<file path="src/rtl/core/gnfo_pkg.sv">
// gnfo_pkg: shared constants, widths and gradient functions for the fractal noise engine
// no dependencies
package gnfo_pkg;

  localparam int TABLE_SIZE  = 256;
  localparam int MAX_OCTAVES = 8;
  localparam int TAW         = $clog2(TABLE_SIZE);
  localparam int HASH_W      = (TAW > 10) ? TAW : 10;
  localparam int OCT_W       = $clog2(MAX_OCTAVES + 1);
  localparam int ONE_Q16     = 65536;
  localparam int TOT_W       = $clog2(MAX_OCTAVES * ONE_Q16 + 1);
  localparam int GW          = 20;
  localparam int SUM_W       = GW + 17 + OCT_W + 1;
  localparam int MA_W        = 33;
  localparam int MB_W        = 25;
  localparam int PW          = MA_W + MB_W;
  localparam int CW          = 18;

  localparam int CFG_IDX_W  = 2;
  localparam int CFG_DATA_W = 24;

  localparam logic [CFG_IDX_W-1:0] CFG_DIMENSIONS   = 2'd0;
  localparam logic [CFG_IDX_W-1:0] CFG_OCTAVE_COUNT = 2'd1;
  localparam logic [CFG_IDX_W-1:0] CFG_LACUNARITY   = 2'd2;
  localparam logic [CFG_IDX_W-1:0] CFG_PERSISTENCE  = 2'd3;

  localparam logic FUNC_LOAD = 1'b0;
  localparam logic FUNC_EVAL = 1'b1;

  localparam logic [1:0] DIM_FLAT = 2'd2;

  function automatic logic signed [GW-1:0] grad3(input logic [7:0] h,
                                                 input logic signed [CW-1:0] x,
                                                 input logic signed [CW-1:0] y,
                                                 input logic signed [CW-1:0] z);
    logic [3:0] hh;
    logic signed [GW-1:0] u;
    logic signed [GW-1:0] v;
    hh = h[3:0];
    u = (hh < 4'd8) ? GW'(x) : GW'(y);
    if (hh < 4'd4) v = GW'(y);
    else if (hh == 4'd12 || hh == 4'd14) v = GW'(x);
    else v = GW'(z);
    return (hh[0] ? -u : u) + (hh[1] ? -v : v);
  endfunction

  function automatic logic signed [GW-1:0] grad2(input logic [7:0] h,
                                                 input logic signed [CW-1:0] x,
                                                 input logic signed [CW-1:0] y);
    logic [2:0] hh;
    logic signed [GW-1:0] u;
    logic signed [GW-1:0] v;
    hh = h[2:0];
    u = (hh < 3'd4) ? GW'(x) : GW'(y);
    v = (hh < 3'd4) ? GW'(y) : GW'(x);
    return (hh[0] ? -u : u) + (hh[1] ? -(v <<< 1) : (v <<< 1));
  endfunction

endpackage

</file>
<file path="src/rtl/core/gnfo_mul.sv">
// gnfo_mul: shared signed multiplier with registered product
// depends on gnfo_pkg
module gnfo_mul (
  input  logic                            clk,
  input  logic signed [gnfo_pkg::MA_W-1:0] ma,
  input  logic signed [gnfo_pkg::MB_W-1:0] mb,
  output logic signed [gnfo_pkg::PW-1:0]   prod
);
  import gnfo_pkg::*;

  always_ff @(posedge clk) begin
    prod <= PW'(ma) * PW'(mb);
  end

endmodule

</file>
<file path="config.mk">
export PLATFORM = sky130hd
export DESIGN_NAME = gnfo_mul
export DESIGN_NICKNAME = d
export VERILOG_FILES = /design/src/rtl/core/gnfo_pkg.sv /design/src/rtl/core/gnfo_mul.sv
export SDC_FILE = /design/constraint.sdc
export NUM_CORES = 2
export LEC_CHECK = 0
export BUFFER_PORTS_ARGS = -buffer_cell sky130_fd_sc_hd__clkbuf_2
export CORE_UTILIZATION = 65
export DETAILED_ROUTE_END_ITERATION = 10
export PLACE_DENSITY = 0.94
export RECOVER_POWER = 25
export SLEW_MARGIN = 15
export SYNTH_ARGS = -nofsm -noshare
export SYNTH_HDL_FRONTEND = slang
export SYNTH_SLANG_ARGS = --single-unit
</file>
<file path="constraint.sdc">
create_clock -name clk -period 15.6 [get_ports clk]
set_input_delay 3.9 -clock clk [delete_from_list [all_inputs] [get_ports clk]]
set_output_delay 3.9 -clock clk [all_outputs]
set_load 0.01 [all_outputs]
</file>
==> results.md <==
- RSZ-0062 raised after global routing: no
- GRT Residual Overflow: 0
- I/O pin count: 117
- CTS tree: done
- Sinks on Clock Net: 58
- CP Capture Type: register
- Cell with the most instances after synthesis: fa_1
- Max-slew violation count: 34
- Wire per inst: 22.1 µm
- Yosys warnings: 0
- Worst slew pin tran: 1650 ps
- Die area: 47300 µm²
- Via count: 22900
- Post-synth EDFFs: 0
- Critical Path AT: 12120 ps
- Drt total wl: 83600 µm
- Area leader, netlist: fa_1
- DR vias/cell: 6.04
- Yosys reg bits: 58
- Vias in the first global route: 26600
- Rows: 78
- Crit-path max FO: 26
- Htree depth: 3
- Synth top area share: 0.558
- Final period util: 0.763
- DP Area: 30900 µm²
- Final HPWL DP: 64900 µm
- Die W: 218 µm
- Post-Synthesis Cells: 3208
- Layout net count: 4239
- Largest net degree at the start of global routing: 34
- Register Area: 1160 µm²
- Library cells used by synthesis: 60
- Initial antenna violation count: 2
- Worst setup startpoint: mb[24]
- Post_cts resized: 0
- Worst setup SP type: input pin
- Global-route wire length before repair: 137000 µm
- Top Registers: prod x58
- Max Clock Freq: 0.0840 GHz
- Maxcap violations: 1
- CTS clock-pin slew for the worst setup and hold paths: 60 ps
- Worst Path Required: 15820 ps
- GP Congestion: 0.957
- Hold buffer count at cts: 0
- Hold Vio Cnt, Final: 0
- Failing checks: max-capacitance violations, max-slew violations
- Post-CTS Setup Bufs: 0
- Critical path type: input pin to register
- Most frequent cells after synthesis: fa_1 (842), inv_1 (785), nand2_1 (416), and2_1 (409), ha_1 (157)
- Num CTS Buffers: 9
- DRT Pass-1 Iters: 6
- Slew headroom: -0.0982
- DR DRC count: 0
- Hold WC Path Type: input pin to register
- Post-route cell area: 31200 µm²
- Min cycle time layout: 11900 ps
- Multi-input logic area: 25400 µm²
- Avg Inst Size Synth: 9.42 µm²
- CTS max path bufs: 2
- Antenna Nets Post-Route: 0
- Asr flop ratio synth: 0
- Post-synth top flop: dfxtp_1
- All-Layer GR Usage: 0.380
- Initial Util: 0.663
- Outcome: finished, violations left
- PortBufs: 116
- FILL cells: 3130
- Final setup fails: 0
- First DRT Iteration DRCs: 2240
- Syn Std Cell Area: 30200 µm²
- Most area-consuming cells after synthesis: fa_1 (56%), inv_1 (9.8%), and2_1 (8.5%)
- Setup TNS: 0 ps
- Critical Path End: prod[57]
- Share of layout cells above drive strength 1: 0.0389
- Core area: 45600 µm²
- Number of flip-flops in the largest register: 58
- Area growth syn-to-layout: 3.33%
- Seq/Total Area, Yosys: 0.0384
- Largest Register: prod
- CTS root buffer: clkbuf_16
- Die H: 218 µm
- Mapped Nets: 4266
[worst max-delay path, stage by stage]
cell	delay, ps
clkbuf_2	250
clkinv_1	820
nor2_1	370
fa_1	480
fa_1	520
fa_1	440
fa_1	520
fa_1	440
fa_1	500
inv_1	50
fa_1	480
inv_1	50
ha_1	380
a21oi_1	260
o21bai_1	100
a21o_1	270
nor3b_1	610
nand4_1	170
o21ai_1	510
o221ai_1	460
a21oi_1	370
o211ai_1	150
[worst min-delay path by stage]
stage / depth (start not counted) / start / to
2_1_floorplan: 1 / ma[0] / prod[0]
3_3_place_gp: 1 / prod[17] / prod[17]
3_5_place_dp: 1 / prod[48] / prod[48]
4_1_cts: 2 / ma[0] / prod[0]
5_1_grt: 2 / ma[0] / prod[0]
6_report: 2 / ma[0] / prod[0]
[routing by layer]
metal,vias to the layer above,track usage,share of wire
met4,2,0.263,0.076
met1,11500,0.436,0.31
met5,-,0.00104,0.00017
li1,9150,-,-
met3,556,0.103,0.12
met2,1678,0.623,0.49
[through the flow]
stage	utilization	std cells	setup WS [ps]	hold WS (ps)
floorplan	-	3208	5300	4030
global placement	0.678	3770	3680	4290
detailed placement	0.678	3770	3610	4290
CTS	0.685	3786	3960	4240
global route	0.685	3787	3350	4280
finish	0.685	3787	3700	4280
[cell families (layout without fill, tap and decap cells)]
logic type,count (synthesis),count (layout),synth area share
buf+inv,944,922,0.119
compound gates,194,194,0.0442
flops,58,58,0.0384
xor+xnor,59,59,0.0171
simple gates,954,954,0.158
other cells,0,1,0
fa+ha+maj,999,999,0.623
[area by class of cell]
type                            instances  area share
Clock inverter                          6     0.00285
Clock buffer                           10     0.00766
Tap cell                              600      0.0241
Timing Repair Buffer                  120      0.0184
Multi-Input combinational cell       2206       0.815
Antenna cell                            1   0.0000802
Inverter                              786      0.0945
Sequential cell                        58      0.0372
[placed cells by master (no fill, tap or decap), types with 3 or more instances in the layout]
cell type / netlist / routed
nand2b_1: 11 / 11
xnor2_1: 44 / 44
and3_1: 8 / 8
o21ai_0: 28 / 28
nand3_1: 16 / 16
a21oi_1: 51 / 51
inv_1: 785 / 785
o211ai_1: 7 / 7
clkbuf_2: 0 / 88
xor2_1: 15 / 15
o21bai_1: 15 / 15
fa_1: 842 / 842
nor3b_1: 3 / 3
and2_1: 409 / 408
nor2b_1: 5 / 5
nor2_1: 57 / 57
o21a_1: 5 / 5
a211oi_1: 8 / 8
nor3_1: 6 / 6
a211o_1: 3 / 3
ha_1: 157 / 157
o31ai_2: 3 / 3
a31oi_1: 10 / 10
clkbuf_1: 148 / 28
a21o_1: 34 / 34
nand4_1: 15 / 15
nand2_1: 416 / 416
dfxtp_1: 58 / 58
nor4_1: 3 / 3
clkbuf_16: 0 / 9
buf_4: 1 / 4
Power is left out: the tool's default activity adds up to more than one toggle a clock period on the data nets, which glitch-free logic cannot reach.
