$ cat config.mk
export PLATFORM = sky130hd
export DESIGN_NAME = gnfo_perm_ram
export DESIGN_NICKNAME = d
export VERILOG_FILES = /design/src/rtl/core/gnfo_pkg.sv /design/src/rtl/core/gnfo_perm_ram.sv
export SDC_FILE = /design/constraint.sdc
export NUM_CORES = 2
export LEC_CHECK = 0
export BUFFER_PORTS_ARGS = -buffer_cell sky130_fd_sc_hd__buf_2
export CAP_MARGIN = 20
export CORE_MARGIN = 2
export CORE_UTILIZATION = 40
export CTS_CLUSTER_DIAMETER = 100
export CTS_CLUSTER_SIZE = 10
export DETAILED_ROUTE_END_ITERATION = 8
export GPL_ROUTABILITY_DRIVEN = 0
export PLACE_DENSITY = 0.53
export SLEW_MARGIN = 20
export SYNTH_ARGS = -nofsm -noshare
export SYNTH_HDL_FRONTEND = slang
export SYNTH_SLANG_ARGS = --single-unit
$ cat constraint.sdc
create_clock -name clk -period 2.4 [get_ports clk]
set_input_delay 0.24 -clock clk [delete_from_list [all_inputs] [get_ports clk]]
set_output_delay 0.24 -clock clk [all_outputs]
set_load 0.01 [all_outputs]
$ cat src/rtl/core/gnfo_pkg.sv
// gnfo_pkg: shared constants, widths and gradient functions for the fractal noise engine
// no dependencies
package gnfo_pkg;

  localparam int TABLE_SIZE  = 256;
  localparam int MAX_OCTAVES = 8;
  localparam int TAW         = $clog2(TABLE_SIZE);
  localparam int HASH_W      = (TAW > 10) ? TAW : 10;
  localparam int OCT_W       = $clog2(MAX_OCTAVES + 1);
  localparam int ONE_Q16     = 65536;
  localparam int TOT_W       = $clog2(MAX_OCTAVES * ONE_Q16 + 1);
  localparam int GW          = 20;
  localparam int SUM_W       = GW + 17 + OCT_W + 1;
  localparam int MA_W        = 33;
  localparam int MB_W        = 25;
  localparam int PW          = MA_W + MB_W;
  localparam int CW          = 18;

  localparam int CFG_IDX_W  = 2;
  localparam int CFG_DATA_W = 24;

  localparam logic [CFG_IDX_W-1:0] CFG_DIMENSIONS   = 2'd0;
  localparam logic [CFG_IDX_W-1:0] CFG_OCTAVE_COUNT = 2'd1;
  localparam logic [CFG_IDX_W-1:0] CFG_LACUNARITY   = 2'd2;
  localparam logic [CFG_IDX_W-1:0] CFG_PERSISTENCE  = 2'd3;

  localparam logic FUNC_LOAD = 1'b0;
  localparam logic FUNC_EVAL = 1'b1;

  localparam logic [1:0] DIM_FLAT = 2'd2;

  function automatic logic signed [GW-1:0] grad3(input logic [7:0] h,
                                                 input logic signed [CW-1:0] x,
                                                 input logic signed [CW-1:0] y,
                                                 input logic signed [CW-1:0] z);
    logic [3:0] hh;
    logic signed [GW-1:0] u;
    logic signed [GW-1:0] v;
    hh = h[3:0];
    u = (hh < 4'd8) ? GW'(x) : GW'(y);
    if (hh < 4'd4) v = GW'(y);
    else if (hh == 4'd12 || hh == 4'd14) v = GW'(x);
    else v = GW'(z);
    return (hh[0] ? -u : u) + (hh[1] ? -v : v);
  endfunction

  function automatic logic signed [GW-1:0] grad2(input logic [7:0] h,
                                                 input logic signed [CW-1:0] x,
                                                 input logic signed [CW-1:0] y);
    logic [2:0] hh;
    logic signed [GW-1:0] u;
    logic signed [GW-1:0] v;
    hh = h[2:0];
    u = (hh < 3'd4) ? GW'(x) : GW'(y);
    v = (hh < 3'd4) ? GW'(y) : GW'(x);
    return (hh[0] ? -u : u) + (hh[1] ? -(v <<< 1) : (v <<< 1));
  endfunction

endpackage

$ cat src/rtl/core/gnfo_perm_ram.sv
// gnfo_perm_ram: permutation table, one write port and one registered read port
// depends on gnfo_pkg
module gnfo_perm_ram (
  input  logic                    clk,
  input  logic                    we,
  input  logic [gnfo_pkg::TAW-1:0] waddr,
  input  logic [7:0]              wdata,
  input  logic [gnfo_pkg::TAW-1:0] raddr,
  output logic [7:0]              rdata
);
  import gnfo_pkg::*;

  logic [7:0] mem [TABLE_SIZE];

  always_ff @(posedge clk) begin
    if (we) begin
      mem[waddr] <= wdata;
    end
    rdata <= mem[raddr];
  end

endmodule

==> impl_metrics.toml <==
[status]
outcome = "complete, no violations"

[logic_synthesis]
ys_ff_latch = 2056
synth_nets = 3759
synth_area_um2 = 79560
synth_ff_type = "edfxtp_1"
yosys_warnings = 0
synth_top_area_share = 0.7730
ys_top_cells_by_area = "edfxtp_1 77%, mux4_2 13%, mux2i_1 1.7%"
synth_edf_count = 2048
yosysTopAreaCell = "edfxtp_1"
synth_common_cells = "2048 x edfxtp_1, 454 x mux4_2, 282 x nor2_1"
avgSynthCellArea_um2 = 21.31
async_flop_share = 0
yosysSeqAreaShare = 0.7750
synth_most_common_cell = "edfxtp_1"
synth.distinct_cells = 55
syn_inst = 3733

[power_and_ir_drop]
power_leakage_nw = 30.68
ir_drop_mv = 0.6503
power_density_nw_per_um2 = 779.6
intPower_w = 0.05818
pwr-share-comb = 0.059
swShare = 0.2144
clkPwrFrac = 0.405
p_sw_w = 0.01588
seqPwrFrac = 0.536

[timing]
fin_crit_ps = 2360
rsz0062_at_grt = "no"
finalWorstSetupSlack_ps = 39.59
fmax_mhz = 423.7
finalHoldViolations = 0
slew_headroom = 0.4858
finalMaxSlewViolations = 0
worstMarginPinSlew_ps = 771.3
setup-tns-final_ps = 0
skew_ps = 51.90
post-route-period-util = 0.9835
finalSetupViolations = 0

[clocking]
cts_made_buffers = 223
clock_latency_ps = 870
cts-htree-levels = 4
clk_path_buf_depth = 3
tritoncts = "built"
cts-root-buf = "clkbuf_16"
cts.sinks = 2056
clk_pin_slew_worst_paths_ps = 60
post_cts_buffers = 0

[layout]
regArea_um2 = 61660
num-nets-final = 4548
fill_cells = 16410
syn_to_final_growth_pct = 19.41
drive_gt1_frac = 0.3359
multiInputGateArea_um2 = 16730

[floorplanning]
ios = 34
die_h_um = 450.0
core_um2 = 197400
die_area_um2 = 202500
start_util = 0.4030
die_w_um = 450.0
row_count = 163

[grt]
grt_first_pass_wirelength_um = 302700
antenna_found_initial = 11
grt-ovfl-total = 0
grt_max_degree = 113
grt_pass1_vias = 41260
track_usage = 0.2075

[run]
maxCapViolCount = 0

[drt]
via_per_inst = 5.590
dr.pass1.iters = 5
drtIter0Drc = 4313
num_vias = 40420
wl_per_cell_um = 29.17
drcViolationCount = 0
detail-route-antenna-nets = 0
wl_um = 210900

[worst_setup_path]
worstSetupPathType = "reg -> reg"
end_kind = "flip-flop"
slowest_delay_ps = 540
cp.required_ps = 3140
critPathArrivalTime_ps = 3100
critPathMostFrequentCell = "mux4_2"
slowest_stage = "mux4_2"
cp-start-kind = "flip-flop"
path_cells = "mux4_2 -> mux4_2 -> nor2_4 -> buf_6 -> a2111oi_2 -> nor3_2 -> buf_4 -> nor4_4"
worstPathMaxFanout = 1

[worst_hold_path]
min_path_type = "in -> reg"

[place]
place_hpwl_um = 138300
portBuffers = 33
dpl_worst_slack_ps = -1025
## power by group through the flow
stage	clock (W)	combinational [W]	sequential, W
3_3_place_gp	0	0.00434	0.0404
2_1_floorplan	0	0.00192	0.0404
5_1_grt	0.0320	0.00462	0.0397
3_5_place_dp	0	0.00437	0.0404
6_report	0.0300	0.00437	0.0397
4_1_cts	0.0307	0.00441	0.0397
## cell type report
class                   instances  area share
flip-flops and latches       2056      0.6491
clock buffers                 275     0.06125
clock inverters                13    0.002766
inverters                       2  0.00007903
multi-input cells            1442      0.1761
diodes                          6   0.0001581
repair buffers                797     0.07576
well taps                    2640     0.03477
## sequential cells by signal, summed over array words and instances (netlist names)
signal  cells
mem      2048
rdata       8
## layer usage
layer	GRT usage	vias to the layer above	wire, um
met3	0.03176	295	12680
met1	0.2975	21620	91360
met5	0	-	0
li1	-	17190	-
met2	0.3320	1313	101400
met4	0.05658	0	5456
## path summary, 6_finish.rpt
kind,cells past startpoint,startpoint,to,slack (ps)
max reg2reg,8,mem[139][4],rdata[4],40
max,8,mem[139][4],rdata[4],40
min reg2reg,7,mem[32][5],rdata[5],1050
min,4,we,mem[248][6],200
## what timing repair did
action | in CTS | in global routing
resized for setup | 17 | 21
endpoints found under the hold margin | 509 | 0
endpoints found under the setup margin | 6 | 6
hold buffers | 8 | 0
pin swaps | 3 | 7
## placed cells by master, fill, tap and decap left out, types with 6 or more instances in the layout
cell type,n
a221oi_1,11
nand3_2,9
buf_12,93
edfxtp_1,2048
o22ai_1,28
clkbuf_16,225
mux4_2,455
buf_4,663
a21oi_1,96
nor3_1,16
dfxtp_1,8
mux2i_1,134
nor2b_1,28
a22o_1,8
dlygate4sd3_1,8
nand2_1,33
nor4_2,8
a211oi_1,11
clkbuf_1,50
nor2_1,275
buf_2,21
nor4_1,17
a22oi_1,133
buf_8,10
nand4_1,10
nand2b_1,8
o211ai_1,10
o221ai_1,46
diode_2,6
nand3_1,25
o21ai_0,10
## cells by family after synthesis
logic type	Yosys count	share of synthesized area
AO/OA/AOI/OAI	385	0.03419
multiplexers	591	0.1462
buffers and inverters	235	0.01831
AND/OR/NAND/NOR	466	0.02628
flip-flops	2056	0.7750
## worst max-delay path: cells and delay by family, from the launching register on
kind / cells / cell delay (ps)
and+or+nand+nor: 3 / 440
DFF: 1 / 350
muxes: 2 / 1060
AOI/OAI and AO/OA: 1 / 60
buffers and inverters: 2 / 350
## metrics by stage
step | hold WS [ps] | util | instance area [um^2] | cells | power [W]
2_1_floorplan | 338.9 | - | 79560 | 3733 | 0.04231
5_1_grt | 188.1 | 0.4811 | 94980 | 7227 | 0.07631
3_3_place_gp | 670.2 | 0.4489 | 88620 | 6929 | 0.04476
6_report | 201.3 | 0.4812 | 94990 | 7231 | 0.07405
4_1_cts | 125.6 | 0.4806 | 94890 | 7225 | 0.07475
3_5_place_dp | 669.9 | 0.4489 | 88630 | 6929 | 0.04479
Power figures use the tool's default switching activity.
