**config.mk**
```make
export PLATFORM = sky130hd
export DESIGN_NAME = gnfo_div
export DESIGN_NICKNAME = d
export VERILOG_FILES = /design/src/rtl/core/gnfo_pkg.sv /design/src/rtl/core/gnfo_div.sv
export SDC_FILE = /design/constraint.sdc
export NUM_CORES = 1
export LEC_CHECK = 0
export BUFFER_PORTS_ARGS = -buffer_cell sky130_fd_sc_hd__buf_2
export CORE_MARGIN = 3
export CORE_UTILIZATION = 54
export DETAILED_ROUTE_END_ITERATION = 10
export GPL_TIMING_DRIVEN = 0
export PLACE_DENSITY = 0.91
export SETUP_SLACK_MARGIN = 0.2
export SLEW_MARGIN = 20
export SYNTH_ARGS = -nofsm -noshare
export SYNTH_HDL_FRONTEND = slang
export SYNTH_SLANG_ARGS = --single-unit
```
**constraint.sdc**
```tcl
create_clock -name clk -period 6.4 [get_ports clk]
set_clock_uncertainty 0.15 [all_clocks]
set_input_delay 1.28 -clock clk [delete_from_list [all_inputs] [get_ports clk]]
set_output_delay 1.28 -clock clk [all_outputs]
set_load 0.02 [all_outputs]
```
**src/rtl/core/gnfo_pkg.sv**
```systemverilog
// gnfo_pkg: shared constants, widths and gradient functions for the fractal noise engine
// no dependencies
package gnfo_pkg;

  localparam int TABLE_SIZE  = 256;
  localparam int MAX_OCTAVES = 8;
  localparam int TAW         = $clog2(TABLE_SIZE);
  localparam int HASH_W      = (TAW > 10) ? TAW : 10;
  localparam int OCT_W       = $clog2(MAX_OCTAVES + 1);
  localparam int ONE_Q16     = 65536;
  localparam int TOT_W       = $clog2(MAX_OCTAVES * ONE_Q16 + 1);
  localparam int GW          = 20;
  localparam int SUM_W       = GW + 17 + OCT_W + 1;
  localparam int MA_W        = 33;
  localparam int MB_W        = 25;
  localparam int PW          = MA_W + MB_W;
  localparam int CW          = 18;

  localparam int CFG_IDX_W  = 2;
  localparam int CFG_DATA_W = 24;

  localparam logic [CFG_IDX_W-1:0] CFG_DIMENSIONS   = 2'd0;
  localparam logic [CFG_IDX_W-1:0] CFG_OCTAVE_COUNT = 2'd1;
  localparam logic [CFG_IDX_W-1:0] CFG_LACUNARITY   = 2'd2;
  localparam logic [CFG_IDX_W-1:0] CFG_PERSISTENCE  = 2'd3;

  localparam logic FUNC_LOAD = 1'b0;
  localparam logic FUNC_EVAL = 1'b1;

  localparam logic [1:0] DIM_FLAT = 2'd2;

  function automatic logic signed [GW-1:0] grad3(input logic [7:0] h,
                                                 input logic signed [CW-1:0] x,
                                                 input logic signed [CW-1:0] y,
                                                 input logic signed [CW-1:0] z);
    logic [3:0] hh;
    logic signed [GW-1:0] u;
    logic signed [GW-1:0] v;
    hh = h[3:0];
    u = (hh < 4'd8) ? GW'(x) : GW'(y);
    if (hh < 4'd4) v = GW'(y);
    else if (hh == 4'd12 || hh == 4'd14) v = GW'(x);
    else v = GW'(z);
    return (hh[0] ? -u : u) + (hh[1] ? -v : v);
  endfunction

  function automatic logic signed [GW-1:0] grad2(input logic [7:0] h,
                                                 input logic signed [CW-1:0] x,
                                                 input logic signed [CW-1:0] y);
    logic [2:0] hh;
    logic signed [GW-1:0] u;
    logic signed [GW-1:0] v;
    hh = h[2:0];
    u = (hh < 3'd4) ? GW'(x) : GW'(y);
    v = (hh < 3'd4) ? GW'(y) : GW'(x);
    return (hh[0] ? -u : u) + (hh[1] ? -(v <<< 1) : (v <<< 1));
  endfunction

endpackage

```
**src/rtl/core/gnfo_div.sv**
```systemverilog
// gnfo_div: restoring divider, one quotient bit per cycle
// depends on gnfo_pkg
module gnfo_div (
  input  logic                       clk,
  input  logic                       rst,
  input  logic                       start,
  input  logic [gnfo_pkg::SUM_W-1:0] dividend,
  input  logic [gnfo_pkg::TOT_W-1:0] divisor,
  output logic                       done,
  output logic [gnfo_pkg::SUM_W-1:0] quotient
);
  import gnfo_pkg::*;

  localparam int CNT_W = $clog2(SUM_W + 1);

  logic             running;
  logic [CNT_W-1:0] cnt;
  logic [TOT_W:0]   rem;
  logic [TOT_W:0]   shifted;
  logic             fits;

  assign shifted = {rem[TOT_W-1:0], quotient[SUM_W-1]};
  assign fits    = shifted >= {1'b0, divisor};

  always_ff @(posedge clk) begin
    if (rst) begin
      running <= 1'b0;
      done    <= 1'b0;
      cnt     <= '0;
    end else begin
      done <= 1'b0;
      if (start) begin
        running  <= 1'b1;
        cnt      <= CNT_W'(SUM_W);
        rem      <= '0;
        quotient <= dividend;
      end else if (running) begin
        rem      <= fits ? (shifted - {1'b0, divisor}) : shifted;
        quotient <= {quotient[SUM_W-2:0], fits};
        cnt      <= cnt - CNT_W'(1);
        if (cnt == CNT_W'(1)) begin
          running <= 1'b0;
          done    <= 1'b1;
        end
      end
    end
  end

endmodule

```
==> impl_results.md <==
- Outcome: complete, no violations
- Worst Tran Pin Value: 0.677 ns
- FF-to-FF End: rem[11]$_SDFFCE_PP0P_
- Leak pwr: 0.00218 uW
- WHS Path Cells: 1
- Ys flop type: edfxtp_1
- CTS sink cnt: 70
- WHS Endpoint: quotient[2]$_DFFE_PP_
- Worst setup path category: input port to flop
- Antenna Nets Post-Route: 0
- Number of H-tree levels: 3
- Core area: 7450 um^2
- R2r setup slk: 3.30 ns
- R2R cell count: 10
- Hold Path Origin: quotient[1]$_DFFE_PP_
- Worst-path clk slew: 0.09 ns
- Hold buffers post-CTS: 0
- Hold WS: between 0.4 and 0.5 ns
- Vias/cell: ~5.9
- Largest net degree at the start of global routing: 27
- Maximum vdd ir drop: 205 uV
- Post-CTS setup buffer count: 0
- Post-Synthesis Cells: 371
- Nets: a little under 600
- # resized after CTS: 0
- Die W: 94.8 um
- Initial antenna violation count: 0
- Post-route DRC: 0
- Post-Route WL: 10.9 mm
- Dpl cells: slightly below 600
- Vias in the first global route: 3556
- Worst slew margin: 54.9%
- 1st-pass router iterations: 4
- First-pass GRT wire length: 17.4 mm
- Min-Delay Path Class: flop to flop
- Synth unique cells: 56
- P per Cell Area: between 200 and 300 nW/um^2
- Yosys reg bits: 70
- Critical Path RT: 6.32 ns
- Fraction of layout cells with a size suffix above 1: 36.8%
- Setup Viol. Count Final: 0
- GR Util All Layers: 25.4%
- Syn_area_per_cell: 11.5 um^2
- Fin cells: 593
- Yosys warnings: 0
- Worst skew pair latency: 0.36 ns
- CP max FO: 10
- Max-Cap Viols: 0
- Sequential area share after synthesis: 47.4%
- Async SR Flop Fraction: 0%
- I/O Pins: 108
- Critical Path Sink Type: flop
- Min Tclk post-route: 3.72 ns
- CP Launch Type: input port
- Via count: 3487
- CTS tree: built
- Fmax: ~270 MHz
- Launching point of the worst reg2reg path: rem[13]$_SDFFCE_PP0P_
- CTS Buffer Depth: 2
- Die Span Y: approximately 95 um
- Number of synthesized flops with an enable pin: 62
- Synth Cell Area: 4260 um^2
- Inserted Clock Buffers: 9
- Root buffer cell: clkbuf_8
- Initial Util: 57.2%
- Core Rows: 31
- Synthesis-to-finish area growth: 21.6%
- Die ar.: approximately 9000 um^2
- Max-slew violation count: 0
- Fin. Hold Viols: 0
- DR iter-0 viols: 220
- Number of diodes: 0
- Arrival time at the worst endpoint: 3.64 ns
- PortBufs: 105
- Dpl hpwl: 8.01 mm
- Syn nets: 459
- RSZ-0062 raised after global routing: no
- Final RePlAce weighted congestion: 0.920
- Final global-route overflow total: 0
- Wire per inst: 18.3 um
- Period utilization: 58.1%
## cell usage after synthesis, drive strengths merged (2+ instances only)
cell / number / area share, %
a211oi: 11 / 3.2
a21boi: 3 / 0.53
a21o: 10 / 1.8
a21oi: 13 / 1.5
a31oi: 2 / 0.29
and2: 3 / 0.44
and3: 2 / 0.29
and4: 2 / 0.47
buf: 4 / 0.91
clkbuf: 11 / 0.97
dfxtp: 8 / 3.8
edfxtp: 62 / 44
ha: 22 / 6.5
inv: 24 / 2.1
mux2: 42 / 11
mux2i: 5 / 1.2
nand2: 9 / 0.79
nand2b: 8 / 1.2
nand3: 6 / 0.70
nand4: 2 / 0.29
nor2: 33 / 2.9
nor2b: 4 / 0.59
nor3: 10 / 1.4
nor4: 2 / 0.29
nor4b: 2 / 0.41
o211ai: 6 / 1.1
o21a: 10 / 1.8
o21ai: 18 / 2.2
o21bai: 3 / 0.62
o31a: 2 / 0.41
o32ai: 2 / 0.41
or3: 4 / 0.59
xnor2: 7 / 1.4
xor2: 5 / 1.0
## sequential cells by signal (all words and copies together) (netlist names)
| register | flops |
|---|---|
| cnt | 6 |
| done | 1 |
| quotient | 42 |
| rem | 20 |
| running | 1 |
## cell type report
cell class | count | area, um^2
multi-input combinational | 262 | 2080
fill | 540 | 2270
tap | 99 | 124
buffer | 15 | 80.1
clock buffer | 10 | 128
clock inverter | 6 | 86.3
sequential | 70 | 2020
inverter | 24 | 90.1
timing repair buffer | 107 | 573
## worst max-delay path, stage by stage
cell and delay (ns):
buf_2 0.07, inv_1 0.03, ha_1 0.37, a21o_1 0.25
a211oi_2 0.29, o21ai_1 0.14, a211oi_2 0.52, o21ai_2 0.16
buf_6 0.20, buf_6 0.16, nand3_1 0.08, a21oi_1 0.07
## where the power goes
part | internal [uW] | leakage [uW] | switching [uW]
logic | 149 | 0.00142 | 200
clock network | 219 | 0.000106 | 176
registers | 543 | 0.000661 | 20.9
## cells in the final DEF (no fill, tap or decap), types with 3 or more instances in the layout
cell type / netlist / final
or3_1: 4 / 4
o211ai_1: 6 / 6
a21o_1: 10 / 10
inv_1: 24 / 24
nand2_1: 9 / 9
clkbuf_1: 11 / 12
nor2b_1: 4 / 4
buf_2: 1 / 106
nor2_1: 33 / 32
clkbuf_8: 0 / 9
nor3_1: 9 / 9
and2_1: 3 / 3
a21oi_1: 13 / 13
o21ai_0: 15 / 15
mux2i_1: 5 / 5
nand3_1: 6 / 6
mux2_2: 42 / 42
a211oi_2: 8 / 8
xnor2_1: 7 / 7
o21a_1: 10 / 10
edfxtp_1: 62 / 62
buf_6: 3 / 3
a21boi_0: 3 / 3
xor2_1: 5 / 5
ha_1: 22 / 22
dfxtp_1: 8 / 8
nand2b_1: 8 / 8
## worst max-delay path by stage
stage	to	start	slack, ns	depth (start not counted)
floorplan	quotient[0]$_DFFE_PP_	start	1.26	4
global placement	quotient[2]$_DFFE_PP_	start	-0.09	4
detailed placement	rem[11]$_SDFFCE_PP0P_	divisor[14]	2.37	12
CTS	rem[11]$_SDFFCE_PP0P_	divisor[14]	2.74	12
global route	rem[11]$_SDFFCE_PP0P_	divisor[14]	2.54	12
finish	rem[11]$_SDFFCE_PP0P_	divisor[14]	2.68	12
## metal layers
metal | vias to the layer above | wire, um | GRT usage (%)
met4 | 0 | 243 | 10.6
met2 | 189 | 5310 | 42.0
met1 | 1636 | 4230 | 30.3
met5 | - | 0 | 0
met3 | 23 | 1080 | 8.61
li1 | 1639 | - | -
## per-stage QoR
step / util [%] / power, uW / worst slack [ns] / setup TNS [ns] / area [um^2]
floorplan: - / 817 / 1.26 / 0 / 4260
global placement: 65.9 / 896 / -0.0878 / -5.24 / 4910
detailed placement: 66.7 / 914 / 2.37 / 0 / 4970
CTS: 69.6 / 1310 / 2.74 / 0 / 5180
global route: 69.6 / 1360 / 2.54 / 0 / 5180
finish: 69.6 / 1310 / 2.68 / 0 / 5180
## cells by family after synthesis
family | Yosys count | synth area share [%]
AO/OA/AOI/OAI | 92 | 16.3
flip-flops | 70 | 47.4
XOR/XNOR | 12 | 2.47
adder cells (fa/ha/maj) | 23 | 6.93
multiplexers | 47 | 12.3
buffers and inverters | 39 | 3.99
AND/OR/NAND/NOR | 88 | 10.6
Note: power is estimated with default switching activity, not from simulation.
